===== src/sv/block_decomposed_range_sum_macros.svh =====
// Assertion helpers; expect clk and rst_n in the using scope.
`ifndef BLOCK_DECOMPOSED_RANGE_SUM_MACROS_SVH
`define BLOCK_DECOMPOSED_RANGE_SUM_MACROS_SVH

// same-cycle implication
`define BRS_ASSERT_IMP(label, ante, cons) \
  label: assert property (@(posedge clk) disable iff (!rst_n) (ante) |-> (cons)) \
    else $error("assertion failed");

// next-cycle implication
`define BRS_ASSERT_NXT(label, ante, cons) \
  label: assert property (@(posedge clk) disable iff (!rst_n) (ante) |=> cons) \
    else $error("assertion failed");

`endif


===== src/sv/brs_pkg.sv =====
package brs_pkg;

  localparam int DATA_W = 32;
  localparam int IDX_W  = 10;
  localparam int AMT_W  = 16;
  localparam int CNT_W  = 11;
  localparam int OP_W   = 2;

  localparam logic [CNT_W-1:0] CNT_RESET = 11'd1024;

  localparam logic [OP_W-1:0] OP_TAKE  = 2'd0;
  localparam logic [OP_W-1:0] OP_ADD   = 2'd1;
  localparam logic [OP_W-1:0] OP_QUERY = 2'd2;

  typedef struct packed {
    logic elem_we;
    logic elem_re;
    logic bs_we;
    logic bs_re;
  } store_ctl_t;

endpackage


===== src/sv/brs_alu.sv =====
module brs_alu (
  input  logic [brs_pkg::DATA_W-1:0] a,
  input  logic [brs_pkg::DATA_W-1:0] b,
  input  logic                       sub,
  output logic [brs_pkg::DATA_W-1:0] y
);
  import brs_pkg::*;

  assign y = sub ? (a - b) : (a + b);

endmodule


===== config.mk =====
export PLATFORM = sky130hd
export DESIGN_NAME = brs_alu
export DESIGN_NICKNAME = d
export VERILOG_FILES = /design/src/sv/block_decomposed_range_sum_macros.svh /design/src/sv/brs_pkg.sv /design/src/sv/brs_alu.sv
export SDC_FILE = /design/constraint.sdc
export NUM_CORES = 1
export LEC_CHECK = 0
export BUFFER_PORTS_ARGS = -buffer_cell sky130_fd_sc_hd__buf_4
export CAP_MARGIN = 5
export CORE_ASPECT_RATIO = 1.2
export CORE_MARGIN = 5
export CORE_UTILIZATION = 38
export DETAILED_ROUTE_END_ITERATION = 10
export PLACE_DENSITY = 0.8
export SLEW_MARGIN = 15
export SYNTH_ARGS = -nofsm -noshare
export SYNTH_HDL_FRONTEND = slang
export SYNTH_SLANG_ARGS = --single-unit

===== constraint.sdc =====
create_clock -name vclk -period 3.4
set_clock_uncertainty 0.05 [all_clocks]
set_input_delay 0 -clock vclk [all_inputs]
set_output_delay 0 -clock vclk [all_outputs]
set_load 0.02 [all_outputs]

==> key figures <==
Worst setup path
  • CP Buf/Inv Count: 6
  • Worst setup SP type: input pin
  • Slowest-stage cell, CP: or4_4
  • CP top delay family: simple AND/OR/NAND/NOR gates
  • Worst path cell trace: buf_6 > or4_4 > or3_4 > nor4_4 > buf_4 > nor2_2 > xnor2_1 > ha_1 > buf_6 > nand4_1 > buf_4 > nor4_4 > a21oi_2 > buf_4 > a21o_4 > o21ba_4 > xnor2_2 > buf_4
  • Crit path kind: in2out
  • Crit path top cell by count: buf_4
  • Critical path's largest stage delay: 0.52 ns
  • CP max FO: 4
  • Crit path required time: 3.35 ns
  • Critical Path AT: 3.59 ns
  • CP startpoint: b[5]
  • Crit end category: output pin

Layout
  • Final design utilization: 68.2%
  • Design area: 4130 um^2
  • Area grow syn2layout: 75.1%
  • Finished Layout Cells: 595
  • Seq Cell Count: 0
  • Layout cells sized above 1: 46.6%
  • FF+latch area: 0 um^2
  • Total Nets Final: 613
  • CLK BUF: 0
  • Fillers: 485
  • Antenna Cells: 0

Detailed routing
  • DRT Wirelength: 9.32 mm
  • # DRC: 0
  • Drt pass-1 iters: 4
  • WL per Instance: 15.7 um
  • Drt via density: 5.52
  • Final ANT Viol Nets: 0
  • Vias: 3282
  • Drt first-iter violations: 230

Logic synthesis
  • Sequential share of the synthesized area: 0%
  • Distinct cell type count after synthesis: 51
  • Synth Warn #: 0
  • Syn avg cell area: 6.77 um^2
  • Gate Count Post-Synth: 348
  • Post-Syn Area: 2360 um^2
  • Syn nets: 446

STA
  • Fin. max-slew vios: 0
  • PnR worst setup slack: -0.239 ns
  • Fin Hold WS: 0.354 ns
  • Worst-margin pin slew: 0.832 ns
  • Final Hold Vio Count: 0
  • Min cycle time layout: 3.64 ns
  • Final setup TNS: -1.78 ns
  • Final setup viols: 14
  • RSZ-0062 raised after global routing: yes
  • Worst rel slew slack: 43.8%
  • Max Clock Freq: 0.275 GHz
  • Crit share post-route: 107%

Pwr
  • Cell Pwr Density: 320 nW/um^2
  • Max VDD drop: 0.000338 V
  • Final Total Pwr: 1.32 mW
  • Leak: 1.87 nW

Global route
  • Vias in the first global route: 3136
  • Global-route wire length before repair: 13.7 mm
  • Total congestion overflow: 0
  • Largest net degree at the start of global routing: 32
  • GR Util All Layers: 21.2%
  • Initial antenna violation count: 0

Die
  • Num ports: 97
  • Chip Width: 81.9 um
  • DIE HEIGHT: 96.3 um
  • Core Area: 6050 um^2
  • Rows: 31
  • Die area: 7890 um^2
  • Starting density of the core: 39.0%

Place
  • Placed Instance Area: 3640 um^2
  • Dpl cells: 577
  • Setup WS pre-CTS: -0.276 ns
  • PortBufs: 97
  • GPL Wtd Cong: 0.971
  • DP HPWL: 7.28 mm

Clocking
  • Cts hold-fix bufs: 0

Run
  • Total of max-cap violations: 0

Worst hold path
  • Hold Path Class: in2out
  • Hold Startpoint: a[1]

Outcome
  • Status: finished with violations
  • Failing checks: setup timing
## cell type report
cell class | instances | area (um^2) | area share (%)
Multi-Input combinational cell | 322 | 2610 | 63.1
Timing Repair Buffer | 176 | 1360 | 33.0
Tap cell | 82 | 103 | 2.49
Inverter | 15 | 56.3 | 1.36
## logic make-up after synthesis
logic type                 synth area share [%]
AOI/OAI and AO/OA                          28.0
xor gates and xnor gates                   21.9
and+or+nand+nor                            27.2
buffers and inverters                      4.25
adders and majority gates                  17.8
muxes                                     0.902
## per-layer routing
layer	global-route usage [%]	vias up	routed length (um)
met3	2.25	18	533
met4	2.63	0	194
met5	0	-	0
met1	24.4	1555	3460
li1	-	1601	-
met2	42.1	108	5130
## power by group
part           total (mW)  switching (mW)  internal [mW]
clock                   0               0              0
combinational        1.32           0.690          0.632
sequential              0               0              0
total                1.32           0.690          0.632
## path summary, 6_finish.rpt
check	endpoint	cells after the start
max	y[26]	18
min	y[1]	3
## cell usage in the layout (no fill, tap or decap), types with 6 or more instances in the layout
cell type and n:
a21o_1 6, a21oi_1 34, a21oi_2 10, buf_4 165, buf_6 11, ha_1 30, inv_1 14, nand2_1 22
nand3_1 6, nor2_1 36, nor3_1 12, o21ai_0 8, o21ai_1 6, o21bai_1 6, xnor2_1 36, xnor2_2 7
xor2_1 13
## timing repair
item,CTS,global route
resized for setup,23,55
setup buffers,8,12
endpoints found under the setup margin,12,17
pin swaps,18,27
## Yosys cell counts (2+ instances only)
cell type | count | area [um^2]
a21oi_1 | 45 | 225
nor2b_1 | 5 | 31.3
nor3_1 | 17 | 85.1
nand2_1 | 24 | 90.1
o2bb2ai_1 | 2 | 17.5
o211ai_1 | 3 | 22.5
a31oi_1 | 7 | 43.8
o21ai_0 | 17 | 85.1
or4_1 | 2 | 15.0
xnor2_1 | 42 | 368
a211oi_1 | 2 | 15.0
nor4_1 | 4 | 25.0
nand4_1 | 5 | 31.3
clkbuf_1 | 8 | 30.0
nand3_1 | 9 | 45.0
and3_1 | 5 | 31.3
ha_1 | 32 | 400
or3_1 | 4 | 25.0
a21o_1 | 7 | 52.6
inv_1 | 15 | 56.3
o21a_1 | 5 | 37.5
nor4b_1 | 2 | 17.5
o21bai_1 | 6 | 45.0
nor2_1 | 38 | 143
xor2_1 | 15 | 131
a311oi_1 | 2 | 17.5
Power figures use the tool's default switching activity.
